==> src/rtl/mbfr_pkg.sv <==
`timescale 1ns / 1ps

package mbfr_pkg;

    localparam int CFG_IDX_W  = 4;
    localparam int CFG_DATA_W = 16;

    // configuration register indexes
    localparam logic [CFG_IDX_W-1:0] REG_START_CODE  = 4'd0;
    localparam logic [CFG_IDX_W-1:0] REG_TYPE_CODE   = 4'd1;
    localparam logic [CFG_IDX_W-1:0] REG_END_CODE    = 4'd2;
    localparam logic [CFG_IDX_W-1:0] REG_GAP_TIMEOUT = 4'd3;

    localparam logic [7:0]  RST_START_CODE  = 8'h68;
    localparam logic [7:0]  RST_TYPE_CODE   = 8'h20;
    localparam logic [7:0]  RST_END_CODE    = 8'h16;
    localparam logic [15:0] RST_GAP_TIMEOUT = 16'd100;

    localparam logic OP_BYTE = 1'b0;
    localparam logic OP_TICK = 1'b1;

    localparam logic KIND_PAYLOAD = 1'b0;
    localparam logic KIND_END     = 1'b1;

    localparam logic [1:0] ST_GOOD    = 2'd0;
    localparam logic [1:0] ST_CSUM    = 2'd1;
    localparam logic [1:0] ST_BAD_END = 2'd2;

    typedef enum logic [13:0] {
        PH_HUNT = 14'h0001,
        PH_TYPE = 14'h0002,
        PH_SER0 = 14'h0004,
        PH_SER1 = 14'h0008,
        PH_SER2 = 14'h0010,
        PH_SER3 = 14'h0020,
        PH_ADR0 = 14'h0040,
        PH_ADR1 = 14'h0080,
        PH_ADR2 = 14'h0100,
        PH_CTRL = 14'h0200,
        PH_LEN  = 14'h0400,
        PH_PAY  = 14'h0800,
        PH_CSUM = 14'h1000,
        PH_END  = 14'h2000
    } t_phase;

    typedef struct packed {
        logic [7:0]  start_code;
        logic [7:0]  type_code;
        logic [7:0]  end_code;
        logic [15:0] gap_timeout;
    } t_cfg;

    typedef struct packed {
        logic        kind;
        logic [7:0]  payload_byte;
        logic [7:0]  payload_index;
        logic [1:0]  status;
        logic [7:0]  control_code;
        logic [7:0]  payload_length;
        logic [31:0] serial_number;
        logic [23:0] frame_address;
    } t_result;

endpackage

==> src/rtl/mbfr_parser.sv <==
`timescale 1ns / 1ps

module mbfr_parser (
    input  logic              i_clk,
    input  logic              i_rst_n,
    input  logic              i_accept,
    input  logic              i_op,
    input  logic [7:0]        i_data_byte,
    input  mbfr_pkg::t_cfg    i_cfg,
    output logic              o_res_valid,
    output mbfr_pkg::t_result o_res
);

    mbfr_pkg::t_phase r_phase, n_phase;
    logic [7:0]  r_remaining, n_remaining;
    logic [7:0]  r_position,  n_position;
    logic [7:0]  r_sum,       n_sum;
    logic [31:0] r_serial,    n_serial;
    logic [23:0] r_address,   n_address;
    logic [7:0]  r_control,   n_control;
    logic [7:0]  r_length,    n_length;
    logic        r_csum_ok,   n_csum_ok;
    logic [15:0] r_idle,      n_idle;

    logic             gap_expired;
    mbfr_pkg::t_phase cur_phase;
    logic [7:0]       cur_position;
    logic [7:0]       b;
    logic [7:0]       sum_plus;

    assign b            = i_data_byte;
    assign gap_expired  = (r_idle > i_cfg.gap_timeout);
    assign cur_phase    = gap_expired ? mbfr_pkg::PH_HUNT : r_phase;
    assign cur_position = gap_expired ? 8'd0 : r_position;
    assign sum_plus     = r_sum + b;

    always_comb begin
        n_phase     = r_phase;
        n_remaining = r_remaining;
        n_position  = r_position;
        n_sum       = r_sum;
        n_serial    = r_serial;
        n_address   = r_address;
        n_control   = r_control;
        n_length    = r_length;
        n_csum_ok   = r_csum_ok;
        n_idle      = r_idle;
        o_res_valid = 1'b0;
        o_res       = '0;

        if (i_op == mbfr_pkg::OP_TICK) begin
            if (r_idle != 16'hFFFF) begin
                n_idle = r_idle + 16'd1;
            end
        end else begin
            n_phase    = cur_phase;
            n_position = cur_position;
            case (cur_phase)
                mbfr_pkg::PH_HUNT: begin
                    if (b == i_cfg.start_code) begin
                        n_sum      = b;
                        n_position = 8'd0;
                        n_idle     = 16'd0;
                        n_phase    = mbfr_pkg::PH_TYPE;
                    end
                end
                mbfr_pkg::PH_TYPE: begin
                    if (b == i_cfg.type_code) begin
                        n_sum   = sum_plus;
                        n_idle  = 16'd0;
                        n_phase = mbfr_pkg::PH_SER0;
                    end
                end
                mbfr_pkg::PH_SER0: begin
                    n_serial = {24'd0, b};
                    n_sum    = sum_plus;
                    n_idle   = 16'd0;
                    n_phase  = mbfr_pkg::PH_SER1;
                end
                mbfr_pkg::PH_SER1: begin
                    n_serial[15:8] = b;
                    n_sum          = sum_plus;
                    n_idle         = 16'd0;
                    n_phase        = mbfr_pkg::PH_SER2;
                end
                mbfr_pkg::PH_SER2: begin
                    n_serial[23:16] = b;
                    n_sum           = sum_plus;
                    n_idle          = 16'd0;
                    n_phase         = mbfr_pkg::PH_SER3;
                end
                mbfr_pkg::PH_SER3: begin
                    n_serial[31:24] = b;
                    n_sum           = sum_plus;
                    n_idle          = 16'd0;
                    n_phase         = mbfr_pkg::PH_ADR0;
                end
                mbfr_pkg::PH_ADR0: begin
                    n_address = {16'd0, b};
                    n_sum     = sum_plus;
                    n_idle    = 16'd0;
                    n_phase   = mbfr_pkg::PH_ADR1;
                end
                mbfr_pkg::PH_ADR1: begin
                    n_address[15:8] = b;
                    n_sum           = sum_plus;
                    n_idle          = 16'd0;
                    n_phase         = mbfr_pkg::PH_ADR2;
                end
                mbfr_pkg::PH_ADR2: begin
                    n_address[23:16] = b;
                    n_sum            = sum_plus;
                    n_idle           = 16'd0;
                    n_phase          = mbfr_pkg::PH_CTRL;
                end
                mbfr_pkg::PH_CTRL: begin
                    n_control = b;
                    n_sum     = sum_plus;
                    n_idle    = 16'd0;
                    n_phase   = mbfr_pkg::PH_LEN;
                end
                mbfr_pkg::PH_LEN: begin
                    n_length    = b;
                    n_remaining = b;
                    n_sum       = sum_plus;
                    n_idle      = 16'd0;
                    // skip the payload phase on an empty frame
                    n_phase     = (b != 8'd0) ? mbfr_pkg::PH_PAY : mbfr_pkg::PH_CSUM;
                end
                mbfr_pkg::PH_PAY: begin
                    o_res_valid         = 1'b1;
                    o_res.kind          = mbfr_pkg::KIND_PAYLOAD;
                    o_res.payload_byte  = b;
                    o_res.payload_index = cur_position;
                    n_position          = cur_position + 8'd1;
                    n_sum               = sum_plus;
                    n_idle              = 16'd0;
                    n_remaining         = r_remaining - 8'd1;
                    if (n_remaining == 8'd0) begin
                        n_phase = mbfr_pkg::PH_CSUM;
                    end
                end
                mbfr_pkg::PH_CSUM: begin
                    n_csum_ok = (b == r_sum);
                    n_idle    = 16'd0;
                    n_phase   = mbfr_pkg::PH_END;
                end
                mbfr_pkg::PH_END: begin
                    o_res_valid          = 1'b1;
                    o_res.kind           = mbfr_pkg::KIND_END;
                    if (b != i_cfg.end_code) begin
                        o_res.status = mbfr_pkg::ST_BAD_END;
                    end else begin
                        o_res.status = r_csum_ok ? mbfr_pkg::ST_GOOD : mbfr_pkg::ST_CSUM;
                    end
                    o_res.control_code   = r_control;
                    o_res.payload_length = r_length;
                    o_res.serial_number  = r_serial;
                    o_res.frame_address  = r_address;
                    n_idle               = 16'd0;
                    n_phase              = mbfr_pkg::PH_HUNT;
                end
                default: begin
                    n_phase = mbfr_pkg::PH_HUNT;
                end
            endcase
        end
    end

    always_ff @(posedge i_clk) begin
        if (!i_rst_n) begin
            r_phase     <= mbfr_pkg::PH_HUNT;
            r_remaining <= 8'd0;
            r_position  <= 8'd0;
            r_sum       <= 8'd0;
            r_serial    <= 32'd0;
            r_address   <= 24'd0;
            r_control   <= 8'd0;
            r_length    <= 8'd0;
            r_csum_ok   <= 1'b0;
            r_idle      <= 16'd0;
        end else if (i_accept) begin
            r_phase     <= n_phase;
            r_remaining <= n_remaining;
            r_position  <= n_position;
            r_sum       <= n_sum;
            r_serial    <= n_serial;
            r_address   <= n_address;
            r_control   <= n_control;
            r_length    <= n_length;
            r_csum_ok   <= n_csum_ok;
            r_idle      <= n_idle;
        end
    end

endmodule

==> src/rtl/meter_bus_frame_receiver_core.sv <==
`timescale 1ns / 1ps

// Meter bus frame receiver: takes one request per cycle, either a received byte or an
// idle tick, and walks the frame (start, type, serial, address, control, length,
// payload, checksum, end). Each payload byte yields one result; the end code position
// yields a frame report with status. A request is accepted every cycle while the single
// output register is empty or being drained that same cycle, so throughput is one
// request per clock and a result appears in the cycle after the request that caused it.
// The output register is the only thing that can stall the input side.
// Configuration writes take effect at once and must be made while no frame is in flight.
module meter_bus_frame_receiver_core (
    input  logic                            i_clk,
    input  logic                            i_rst_n,
    input  logic                            i_in_valid,
    output logic                            o_in_ready,
    input  logic                            i_op,
    input  logic [7:0]                      i_data_byte,
    output logic                            o_out_valid,
    input  logic                            i_out_ready,
    output logic                            o_kind,
    output logic [7:0]                      o_payload_byte,
    output logic [7:0]                      o_payload_index,
    output logic [1:0]                      o_status,
    output logic [7:0]                      o_control_code,
    output logic [7:0]                      o_payload_length,
    output logic [31:0]                     o_serial_number,
    output logic [23:0]                     o_frame_address,
    input  logic                            i_cfg_we,
    input  logic [mbfr_pkg::CFG_IDX_W-1:0]  i_cfg_index,
    input  logic [mbfr_pkg::CFG_DATA_W-1:0] i_cfg_data
);

    mbfr_pkg::t_cfg    r_cfg;
    mbfr_pkg::t_result r_out;
    mbfr_pkg::t_result res;
    logic              r_out_valid;
    logic              res_valid;
    logic              in_accept;

    assign o_in_ready = !r_out_valid || i_out_ready;
    assign in_accept  = i_in_valid && o_in_ready;

    always_ff @(posedge i_clk) begin
        if (!i_rst_n) begin
            r_cfg.start_code  <= mbfr_pkg::RST_START_CODE;
            r_cfg.type_code   <= mbfr_pkg::RST_TYPE_CODE;
            r_cfg.end_code    <= mbfr_pkg::RST_END_CODE;
            r_cfg.gap_timeout <= mbfr_pkg::RST_GAP_TIMEOUT;
        end else if (i_cfg_we) begin
            case (i_cfg_index)
                mbfr_pkg::REG_START_CODE:  r_cfg.start_code  <= i_cfg_data[7:0];
                mbfr_pkg::REG_TYPE_CODE:   r_cfg.type_code   <= i_cfg_data[7:0];
                mbfr_pkg::REG_END_CODE:    r_cfg.end_code    <= i_cfg_data[7:0];
                mbfr_pkg::REG_GAP_TIMEOUT: r_cfg.gap_timeout <= i_cfg_data[15:0];
                default: ;
            endcase
        end
    end

    mbfr_parser u_parser (
        .i_clk       (i_clk),
        .i_rst_n     (i_rst_n),
        .i_accept    (in_accept),
        .i_op        (i_op),
        .i_data_byte (i_data_byte),
        .i_cfg       (r_cfg),
        .o_res_valid (res_valid),
        .o_res       (res)
    );

    always_ff @(posedge i_clk) begin
        if (!i_rst_n) begin
            r_out_valid <= 1'b0;
        end else if (o_in_ready) begin
            r_out_valid <= in_accept && res_valid;
        end
    end

    // load when an accepted request yields a result (register free or draining); hold otherwise
    always_ff @(posedge i_clk) begin
        if (in_accept && res_valid) begin
            r_out <= res;
        end
    end

    assign o_out_valid      = r_out_valid;
    assign o_kind           = r_out.kind;
    assign o_payload_byte   = r_out.payload_byte;
    assign o_payload_index  = r_out.payload_index;
    assign o_status         = r_out.status;
    assign o_control_code   = r_out.control_code;
    assign o_payload_length = r_out.payload_length;
    assign o_serial_number  = r_out.serial_number;
    assign o_frame_address  = r_out.frame_address;

    a_result_lands: assert property (@(posedge i_clk) disable iff (!i_rst_n)
        (in_accept && res_valid) |=> o_out_valid)
        else $error("accepted request with a result did not fill the output register");

    a_tick_silent: assert property (@(posedge i_clk) disable iff (!i_rst_n)
        (in_accept && i_op == mbfr_pkg::OP_TICK) |-> !res_valid)
        else $error("tick request produced a result");

    a_payload_clean: assert property (@(posedge i_clk) disable iff (!i_rst_n)
        (o_out_valid && o_kind == mbfr_pkg::KIND_PAYLOAD) |->
        (o_status == mbfr_pkg::ST_GOOD && o_control_code == 8'd0 &&
         o_serial_number == 32'd0 && o_frame_address == 24'd0))
        else $error("payload result carries frame report fields");

    a_report_status: assert property (@(posedge i_clk) disable iff (!i_rst_n)
        (o_out_valid && o_kind == mbfr_pkg::KIND_END) |->
        (o_payload_byte == 8'd0 && o_status != 2'd3))
        else $error("frame report malformed");

endmodule
==> config.mk <==
export PLATFORM = sky130hd
export DESIGN_NAME = meter_bus_frame_receiver_core
export DESIGN_NICKNAME = d
export VERILOG_FILES = /design/src/rtl/mbfr_pkg.sv /design/src/rtl/mbfr_parser.sv /design/src/rtl/meter_bus_frame_receiver_core.sv
export SDC_FILE = /design/constraint.sdc
export NUM_CORES = 1
export LEC_CHECK = 0
export BUFFER_PORTS_ARGS = -buffer_cell sky130_fd_sc_hd__buf_2
export CAP_MARGIN = 20
export CORE_MARGIN = 2
export CORE_UTILIZATION = 53
export CTS_BUF_LIST = sky130_fd_sc_hd__clkbuf_4 sky130_fd_sc_hd__clkbuf_8 sky130_fd_sc_hd__clkbuf_16
export CTS_CLUSTER_DIAMETER = 120
export CTS_CLUSTER_SIZE = 20
export DETAILED_ROUTE_END_ITERATION = 10
export PLACE_DENSITY = 0.84
export SYNTH_ARGS = -nofsm -noshare
export SYNTH_HDL_FRONTEND = slang
export SYNTH_SLANG_ARGS = --single-unit
==> constraint.sdc <==
create_clock -name i_clk -period 6.8 [get_ports i_clk]
set_clock_uncertainty 0.1 [all_clocks]
set_input_delay 1.36 -clock i_clk [delete_from_list [all_inputs] [get_ports i_clk]]
set_output_delay 1.36 -clock i_clk [all_outputs]
set_load 0.1 [all_outputs]
==> results of run 1 <==
[state kept, by name (all words and copies together) (netlist names)]
| register | flops |
|---|---|
| u_parser.r_csum_ok | 1 |
| o_control_code | 8 |
| o_out_valid | 1 |
| o_payload_length | 8 |
| o_frame_address | 24 |
| u_parser.r_length | 8 |
| o_payload_index | 8 |
| u_parser.r_address | 24 |
| o_status | 2 |
| r_cfg | 40 |
| u_parser.r_control | 8 |
| u_parser.r_serial | 32 |
| u_parser.r_sum | 8 |
| u_parser.r_phase | 14 |
| o_serial_number | 32 |
| u_parser.r_idle | 16 |
| u_parser.r_position | 8 |
| u_parser.r_remaining | 8 |
| o_payload_byte | 8 |
| o_kind | 1 |
[final cells by class]
class	instances	area (um2)
sequential	259	6100
clock buffer	26	493
timing repair buffer	136	716
multi-input combinational	815	5140
inverter	31	118
fill	1802	8780
tap	280	350
[per-stage QoR]
stage	util [%]	cell area (um2)
after global placement	57.1	12400
after global routing	59.5	12900
after floorplan	-	11600
after CTS	59.5	12900
final	59.5	12900
after detailed placement	57.2	12400
[critical path: stages (launching register included)]
cell	delay, ns
dfxtp_1	0.34
inv_1	0.04
ha_1	0.28
nand4_1	0.17
nor4_1	0.46
a21boi_0	0.33
o31a_1	0.65
nor3_1	0.28
a2111oi_4	0.88
o21ai_0	0.25
a21o_1	0.22
[placed cells by master, fill, tap and decap left out, drive strengths merged, types with 12 or more instances in the layout]
master and count:
and2 96, nand4 26, nor3 26, a21oi 58, nand3 49, mux2i 62
inv 30, o21ai 42, nor4 15, xor2 12, clkbuf 27, nand2 116
xnor2 23, dfxtp 168, buf 135, ha 27, a21o 15, edfxtp 91
nor2 111
[how the worst max path moves through the flow]
stage | from | endpoint | slack, ns | cells after the start
floorplan | i_out_ready | o_control_code[0] | 0.66 | 6
CTS | r_cfg[13] | u_parser.r_idle[6] | 2.76 | 10
detailed placement | i_data_byte[4] | u_parser.r_idle[6] | 2.73 | 8
finish | r_cfg[15] | u_parser.r_idle[6] | 2.69 | 10
global route | r_cfg[15] | u_parser.r_idle[7] | 2.41 | 10
global placement | u_parser.r_idle[9] | o_status[0] | 2.81 | 9
[cells by family (layout without fill, tap and decap cells)]
logic type | after synthesis | in the layout | share of synthesized area [%]
flip-flops | 259 | 259 | 52.5
XOR/XNOR | 35 | 35 | 2.64
buffers and inverters | 105 | 193 | 3.52
AO/OA/AOI/OAI | 195 | 195 | 11.1
adder cells (fa/ha/maj) | 28 | 28 | 3.08
multiplexers | 62 | 62 | 5.34
AND/OR/NAND/NOR | 495 | 495 | 21.9
[where the power goes]
part	total, mW	switching, mW	internal (mW)
sequential	1.60	0.00260	1.59
clock	0.999	0.497	0.501
combinational	0.103	0.0736	0.0296
total	2.70	0.574	2.12
[routing by layer]
layer	track usage (%)	up-vias
li1	-	4330
met1	31.0	4276
met2	37.6	401
met3	3.62	50
met4	7.52	0
met5	0	-
==> run summary, run 1 <==
Hold Crit Start - r_cfg[12]
Post-CTS Setup Inserts - 0
Leak pwr - 4.91 nW
Synth Instances - 1179
Synth Flop Type - dfxtp_1
Mapped cell area - 0.0116 mm2
Vias in the first global route - 8712
Clock period minus worst slack - 4.11 ns
Hpwl dp - 18.5 mm
CTS root buffer - clkbuf_16
Syn_area_per_cell - 9.86 um2
Netlist cell types - 72
Power per cell area - 209 mW/mm2
Core area - 0.0217 mm2
Slew HR - 35.8%
Hold_buf cts - 0
Pre-CTS setup slack - 2.73 ns
DR top layer - met4
I/O pins - 127
RSZ-0062 raised after global routing - false
Antenna violations before repair - 0
Die H - 152 um
Worst r2r src - r_cfg[15]
Die Area - 0.0231 mm2
Post-synthesis register bit count - 259
Cell count of the worst reg-to-reg path - 10
Worst Tran Pin Value - 0.963 ns
Final worst slack - 2.69 ns
Total wire length - 27.2 mm
First-pass GRT wire length - 44.1 mm
Post-synth ARST share - 0%
Initial Utilization - 53.6%
Antenna-violating nets left - 0
Worst Hold Slack - 0.361 ns
Yosys Warn Count - 0
Max Slew Vio Count - 0
Synth area leaders - dfxtp_1 (29%), edfxtp_1 (24%), mux2i_1 (5.3%)
Nets - 1321
WP data required - 7.11 ns
Area Growth Syn to Fin - 11.1%
EDFF count, synth - 91
Max H-tree Level - 1
Met1 WL - 11.7 mm
Remaining routing DRC violations - 0
Layout cells sized above 1 - 14.4%
Die Wd - 152 um
Post-synth top cells - dfxtp_1 (168), nand2_1 (116), nor2_1 (110)
Final period utilization - 60.4%
Sequential area share after synthesis - 52.5%
Drt initial violations - 745
Area share of the largest cell type after synthesis - 28.9%
Met3 wire len - 2.12 mm
Final Non-Filler Cells - 1547
Crit. End Element - flip-flop
Largest net degree at the start of global routing - 61
Worst Hold Path EP - r_cfg[12]
Clock Latency Late Sink - 0.50 ns
PostCTS Resize Cnt - 0
Count leader, synth - dfxtp_1
Synth area leader - dfxtp_1
Final GP Congestion - 0.925
Clock sink count - 259
Drt pass-1 iters - 6
Routed vias - 9057
Routed met2 length - 12.8 mm
Total grt overflow - 0
Maximum achievable frequency - 0.243 GHz
Status - complete, no violations
Critical Path AT - 4.42 ns
Post-route setup TNS - 0 ns
Avg WL per Cell - 17.6 um
Maxcap violations - 0
Max Root-Sink Buffers - 3
Placed Cells - 1520
Min-Delay Path Class - flip-flop to flip-flop
Row count - 54
Buffers on Ports - 126
Hold path depth - 2
GRT Overall Usage - 22.8%
Max FO, Critical Path - 15
FF-to-FF setup slack - 2.69 ns
Clock-pin slew on the worst setup and hold paths - 0.09 ns
Ant. Diodes - 0
Worst vdd ir - 0.146 mV
Worst R2R End - u_parser.r_idle[6]
CTS buffer count - 16
Vias/cell - 5.85
Overall power - 2.70 mW
CTS tree - done
Critical path startpoint category - flip-flop
Hold Fails Final Rpt - 0
Critical path type - flip-flop to flip-flop
Net Count, Synth - 1241
Setup violators final - 0
No activity file was read; power rests on OpenSTA's default activity.
==> run 2, diff against run 1 <==
==> constraint.sdc (replaced) <==
create_clock -name i_clk -period 3.3 [get_ports i_clk]
set_clock_uncertainty 0.1 [all_clocks]
set_input_delay 0.66 -clock i_clk [delete_from_list [all_inputs] [get_ports i_clk]]
set_output_delay 0.66 -clock i_clk [all_outputs]
set_load 0.1 [all_outputs]
==> run 2 against run 1 <==
  * Via count is 2.9% higher
  * First-iteration DRC count is 15% higher
  * Design area is 5.8% higher
  * Hold slack worse by 0.061 ns
  * Die area stayed put
  * Final cell count is 3.7% higher
  * Wire length is 5.4% higher
  * Sequential power is 110% higher
  * Clock power is 110% higher
  * Utilization is 3.5 points higher
==> run summary, run 2 (synthesis results as in run 1) <==
Routed vias - 9321 (was 9057)
Total grt overflow - 0 (unchanged)
Ant. Diodes - 0 (unchanged)
Clock-pin slew on the worst setup and hold paths - 0.09 ns (about the same)
CTS buffer count - 16 (unchanged)
Worst Hold Path EP - r_cfg[11] (was r_cfg[12])
Vias in the first global route - 8686 (was 8712)
Min-Delay Path Class - input pin to flip-flop (was flip-flop to flip-flop)
Worst-path cell chain - inv_2 -> ha_4 -> nand4_1 -> nor3_2 -> or4_4 -> o31ai_4 -> buf_4 -> nand2_2 -> a21oi_4 -> buf_12 -> clkbuf_16 (was inv_1 -> ha_1 -> nand4_1 -> nor4_1 -> a21boi_0 -> o31a_1 -> nor3_1 -> a2111oi_4 -> o21ai_0 -> a21o_1)
Fin util - 63.0% (was 59.5%)
Clock sink count - 259 (unchanged)
Max Root-Sink Buffers - 3 (unchanged)
Crit. End Element - flip-flop (unchanged)
Leak pwr - 5.62 nW (was 4.91 nW)
CTS root buffer - clkbuf_16 (unchanged)
Hold_buf cts - 0 (unchanged)
Worst R2R End - o_serial_number[13] (was u_parser.r_idle[6])
Die Wd - 152 um (unchanged)
WP data required - 3.40 ns (was 7.11 ns)
Hold Fails Final Rpt - 0 (unchanged)
Post-route setup TNS - 0 ns (unchanged)
Final worst slack - 0.0326 ns (was 2.69 ns)
Layout cells sized above 1 - 20.9% (was 14.4%)
Final period utilization - 99.0% (was 60.4%)
Area Growth Syn to Fin - 17.6% (was 11.1%)
Clock period minus worst slack - 3.27 ns (was 4.11 ns)
Maximum achievable frequency - 0.306 GHz (was 0.243 GHz)
Most common cell after layout, fill and taps aside - dfxtp_1 (unchanged)
Hold Crit Start - i_cfg_data[11] (was r_cfg[12])
First-pass GRT wire length - 45.0 mm (was 44.1 mm)
Status - complete, no violations (unchanged)
Critical path type - flip-flop to flip-flop (unchanged)
Maxcap violations - 0 (unchanged)
Hpwl dp - 19.4 mm (was 18.5 mm)
Die Area - 0.0231 mm2 (unchanged)
RSZ-0062 raised after global routing - true (was false)
CP Depth - 11 (was 10)
Max H-tree Level - 1 (unchanged)
Die H - 152 um (unchanged)
Final GP Congestion - 0.960 (was 0.925)
Max FO, Critical Path - 19 (was 15)
Cell count of the worst reg-to-reg path - 11 (was 10)
# fillers - 1703 (was 1802)
Max incr delay on CP - 0.54 ns (was 0.88 ns)
Overall power - 5.61 mW (was 2.70 mW)
Worst vdd ir - 0.245 mV (was 0.146 mV)
Critical-path top delay cell - or4_4 (was a2111oi_4)
Core area - 0.0217 mm2 (unchanged)
Worst r2r src - r_cfg[13] (was r_cfg[15])
Worst Tran Pin Value - 0.686 ns (was 0.963 ns)
Number of flip-flops under the largest register name - 40 (unchanged)
Remaining routing DRC violations - 0 (unchanged)
Row count - 54 (unchanged)
Power per cell area - 411 mW/mm2 (was 209 mW/mm2)
Max Slew Vio Count - 0 (unchanged)
Crit path max-delay family - simple AND/OR/NAND/NOR gates (was compound AO/OA/AOI/OAI gates)
Setup violators final - 0 (unchanged)
Drt initial violations - 859 (was 745)
Clock Latency Late Sink - 0.49 ns (was 0.50 ns)
Final Non-Filler Cells - 1604 (was 1547)
Antenna-violating nets left - 0 (unchanged)
Total wire length - 28.6 mm (was 27.2 mm)
CTS tree - done (unchanged)
Pre-CTS setup slack - 0.0249 ns (was 2.73 ns)
Most flops, register - r_cfg (unchanged)
Antenna violations before repair - 0 (unchanged)
Placed Cells - 1564 (was 1520)
Nets - 1376 (was 1321)
Initial Utilization - 53.6% (unchanged)
FF-to-FF setup slack - 0.03 ns (was 2.69 ns)
Critical Path AT - 3.37 ns (was 4.42 ns)
Commonest non-fill, non-tap cells in the layout - dfxtp_1 (157), buf_2 (126), nand2_1 (114) (was dfxtp_1 (168), buf_2 (126), nand2_1 (116))
Drt pass-1 iters - 6 (unchanged)
Avg WL per Cell - 17.8 um (was 17.6 um)
Hold path depth - 3 (was 2)
Vias/cell - 5.81 (was 5.85)
Critical path startpoint category - flip-flop (unchanged)
Largest net degree at the start of global routing - 72 (was 61)
I/O pins - 127 (unchanged)
CP Buf/Inv Count - 4 (was 1)
GRT Overall Usage - 23.4% (was 22.8%)
Buffers on Ports - 126 (unchanged)
Slew HR - 54.1% (was 35.8%)
-- run 2: worst max-delay path by stage --
stage                     slack [ns]          startpoint             endpoint
after global routing           -0.05           r_cfg[12]  u_parser.r_idle[13]
after floorplan                -0.79           r_cfg[15]    o_control_code[0]
after detailed placement        0.02  u_parser.r_idle[9]    o_payload_byte[3]
final                           0.03           r_cfg[13]  o_serial_number[13]
after global placement          0.11            r_cfg[9]          o_status[0]
after CTS                       0.03  u_parser.r_idle[9]  o_frame_address[15]
-- run 2: per-stage QoR --
| stage | cell area (um2) | hold WS [ns] |
|---|---|---|
| detailed placement | 12900 | 0.347 |
| global route | 13700 | 0.297 |
| CTS | 13400 | 0.291 |
| finish | 13700 | 0.299 |
| floorplan | 11700 | 0.335 |
| global placement | 12900 | 0.343 |
-- run 2: routing by layer --
metal | vias to the layer above | GRT usage, % | wire (um)
met2 | 368 | 39.0 | 13800
li1 | 4420 | - | -
met5 | - | 0 | 0
met4 | 0 | 6.72 | 688
met3 | 55 | 2.77 | 1980
met1 | 4478 | 32.3 | 12200
-- run 2: cell type report --
cell class	instances	area (um2)	share of cell area, %
clock buffers	28	508	3.72
inverters	31	118	0.861
multi-input cells	815	5300	38.8
flip-flops and latches	259	6120	44.8
well taps	280	350	2.56
repair buffers	191	1270	9.28
-- run 2: repair_timing --
action / CTS / global route
endpoints found under the setup margin: 2 / 121
pin swaps: 1 / 21
gates resized for setup: 1 / 35
cloned: 0 / 3
setup buffers: 1 / 8
-- run 2: where the power goes --
part / internal [mW] / switching [mW] / total, mW
registers: 3.28 / 0.00530 / 3.29
clock network: 1.06 / 1.02 / 2.08
logic: 0.0792 / 0.164 / 0.243
total: 4.42 / 1.19 / 5.61
-- run 2: worst reg2reg max path: cells and delay by family, from the launching register on --
kind                     cells  cell delay [ns]
flip-flops                   1             0.35
AO/OA/AOI/OAI                2             0.62
AND/OR/NAND/NOR              4             0.93
adder cells (fa/ha/maj)      1             0.21
buffers and inverters        4             0.76
==> run 3, diff against run 2 <==
--- a/config.mk
+++ b/config.mk
@@ -8,12 +8,12 @@
 export BUFFER_PORTS_ARGS = -buffer_cell sky130_fd_sc_hd__buf_2
 export CAP_MARGIN = 20
 export CORE_MARGIN = 2
-export CORE_UTILIZATION = 53
+export CORE_UTILIZATION = 45
 export CTS_BUF_LIST = sky130_fd_sc_hd__clkbuf_4 sky130_fd_sc_hd__clkbuf_8 sky130_fd_sc_hd__clkbuf_16
 export CTS_CLUSTER_DIAMETER = 120
 export CTS_CLUSTER_SIZE = 20
 export DETAILED_ROUTE_END_ITERATION = 10
-export PLACE_DENSITY = 0.84
+export PLACE_DENSITY = 0.74
 export SYNTH_ARGS = -nofsm -noshare
 export SYNTH_HDL_FRONTEND = slang
 export SYNTH_SLANG_ARGS = --single-unit
==> run 3 against run 2 <==
  * Via count is 0.86% lower
  * Highest routed layer unchanged
  * First-iteration DRC count is 17% lower
  * Wire length is 3.1% higher
  * Clock power hardly changed
  * Utilization is 8.2 points lower
  * Worst setup slack better by 0.017 ns
  * Sequential share of layout area is 0.58 points lower
  * Clock-buffer cell count stayed put
  * Register-to-register slack better by 0.02 ns
  * Power is 0.50% higher
  * Die area is 17% higher
  * Critical path type unchanged
  * Hold slack worse by 0.0066 ns
==> run summary, run 3 (synthesis results as in run 1) <==
Worst Tran Pin Value - 0.848 ns (was 0.686 ns)
Min-Delay Path Class - input pin to flip-flop (unchanged)
First-pass GRT wire length - 44.8 mm (was 45.0 mm)
Final GP Congestion - 0.884 (was 0.960)
Final period utilization - 98.5% (was 99.0%)
Layout cells sized above 1 - 22.0% (was 20.9%)
Maxcap violations - 0 (unchanged)
CTS buffer count - 16 (unchanged)
CTS root buffer - clkbuf_16 (unchanged)
Critical path type - flip-flop to flip-flop (unchanged)
Worst r2r src - u_parser.r_idle[13] (was r_cfg[13])
GRT Overall Usage - 20.5% (was 23.4%)
Total wire length - 29.5 mm (was 28.6 mm)
Die Area - 0.0271 mm2 (was 0.0231 mm2)
Area Growth Syn to Fin - 19.1% (was 17.6%)
Clock-pin slew on the worst setup and hold paths - 0.09 ns (about the same)
Critical Path AT - 3.52 ns (was 3.37 ns)
DP Area - 0.0129 mm2 (about the same)
Avg WL per Cell - 17.8 um (about the same)
Buffers on Ports - 126 (unchanged)
# fillers - 2205 (was 1703)
Hold Fails Final Rpt - 0 (unchanged)
Leak pwr - 5.65 nW (was 5.62 nW)
Max H-tree Level - 1 (unchanged)
Most common cell after layout, fill and taps aside - dfxtp_1 (unchanged)
Fin util - 54.8% (was 63.0%)
Core area - 0.0253 mm2 (was 0.0217 mm2)
Vias/cell - 5.58 (was 5.81)
Hold_buf cts - 0 (unchanged)
Max Root-Sink Buffers - 3 (unchanged)
Largest net degree at the start of global routing - 81 (was 72)
Clock Latency Late Sink - 0.50 ns (was 0.49 ns)
Die H - 165 um (was 152 um)
Remaining routing DRC violations - 0 (unchanged)
Drt initial violations - 713 (was 859)
Ant. Diodes - 0 (unchanged)
Register area - 0.00612 mm2 (about the same)
Status - complete, no violations (unchanged)
Power per cell area - 407 mW/mm2 (was 411 mW/mm2)
Drt pass-1 iters - 6 (unchanged)
Nets - 1378 (was 1376)
Setup violators final - 0 (unchanged)
Vias in the first global route - 8768 (was 8686)
Die Wd - 165 um (was 152 um)
Clock sink count - 259 (unchanged)
Antenna violations before repair - 0 (unchanged)
Crit path from - u_parser.r_idle[13] (was r_cfg[13])
I/O pins - 127 (unchanged)
WP data required - 3.57 ns (was 3.40 ns)
FF-to-FF setup slack - 0.05 ns (was 0.03 ns)
Routed vias - 9241 (was 9321)
Crit. End Element - flip-flop (unchanged)
Hold Crit Start - i_cfg_data[12] (was i_cfg_data[11])
Slew HR - 43.5% (was 54.1%)
Final Non-Filler Cells - 1656 (was 1604)
Most flops, register - r_cfg (unchanged)
CTS tree - done (unchanged)
Commonest non-fill, non-tap cells in the layout - dfxtp_1 (158), buf_2 (126), nand2_1 (114) (was dfxtp_1 (157), buf_2 (126), nand2_1 (114))
Clock period minus worst slack - 3.25 ns (was 3.27 ns)
RSZ-0062 raised after global routing - true (unchanged)
Placed Cells - 1614 (was 1564)
Initial Utilization - 46.0% (was 53.6%)
Total grt overflow - 0 (unchanged)
Hpwl dp - 19.4 mm (about the same)
Antenna-violating nets left - 0 (unchanged)
Row count - 58 (was 54)
Maximum achievable frequency - 0.308 GHz (was 0.306 GHz)
Number of flip-flops under the largest register name - 40 (unchanged)
Max FO, Critical Path - 7 (was 19)
Fin area - 0.0138 mm2 (was 0.0137 mm2)
Worst vdd ir - 0.351 mV (was 0.245 mV)
Critical path startpoint category - flip-flop (unchanged)
Max Slew Vio Count - 0 (unchanged)
Multi-input logic area - 0.00537 mm2 (was 0.00530 mm2)
run 3: cell type report:
class	count	area share (%)
multi-input combinational	815	38.8
inverter	31	0.850
sequential	259	44.2
tap	330	2.98
clock buffer	28	3.67
timing repair buffer	193	9.51
run 3: path summary, 6_finish.rpt:
| check | end | depth (start not counted) |
|---|---|---|
| worst min-delay path | r_cfg[12] | 3 |
| worst min register to register | r_cfg[7] | 2 |
| worst max register to register | u_parser.r_idle[0] | 12 |
| worst max-delay path | u_parser.r_idle[0] | 12 |
run 3: timing repair:
action | in CTS | in global routing
buffers inserted | 2 | 7
pin swaps | 1 | 24
endpoints found under the setup margin | 94 | 162
resized for setup | 0 | 57
cloned | 0 | 5
run 3: stage by stage:
step	hold WS, ns	power [mW]	setup WS [ns]	setup TNS, ns
2_1_floorplan	0.335	3.50	-0.787	-72.28
3_3_place_gp	0.344	3.59	0.000136	0
3_5_place_dp	0.347	3.59	-0.0138	-0.630
4_1_cts	0.286	5.66	0.0196	0
5_1_grt	0.295	5.84	-0.110	-4.19
6_report	0.293	5.64	0.0501	0
run 3: worst max-delay path, cell delays in order, from the launching register on:
cell,delay (ns)
dfxtp_4,0.37
ha_4,0.24
nand4_1,0.19
nor3_2,0.06
or4_4,0.57
o31ai_4,0.40
nand4_1,0.18
buf_4,0.19
a2111oi_4,0.27
buf_4,0.20
clkbuf_16,0.16
or2_4,0.14
mux2i_1,0.06
run 3: per-layer routing:
layer	vias to the layer above	wire, um	GRT usage [%]
li1	4451	-	-
met3	33	1780	2.51
met4	0	414	4.51
met5	-	0	0
met2	284	14400	34.9
met1	4473	12900	28.1
run 3: report_power, final:
group	switching, mW	total (mW)	internal (mW)
Clock	1.05	2.10	1.06
Sequential	0.00518	3.29	3.28
Combinational	0.167	0.248	0.0812
Total	1.22	5.64	4.42
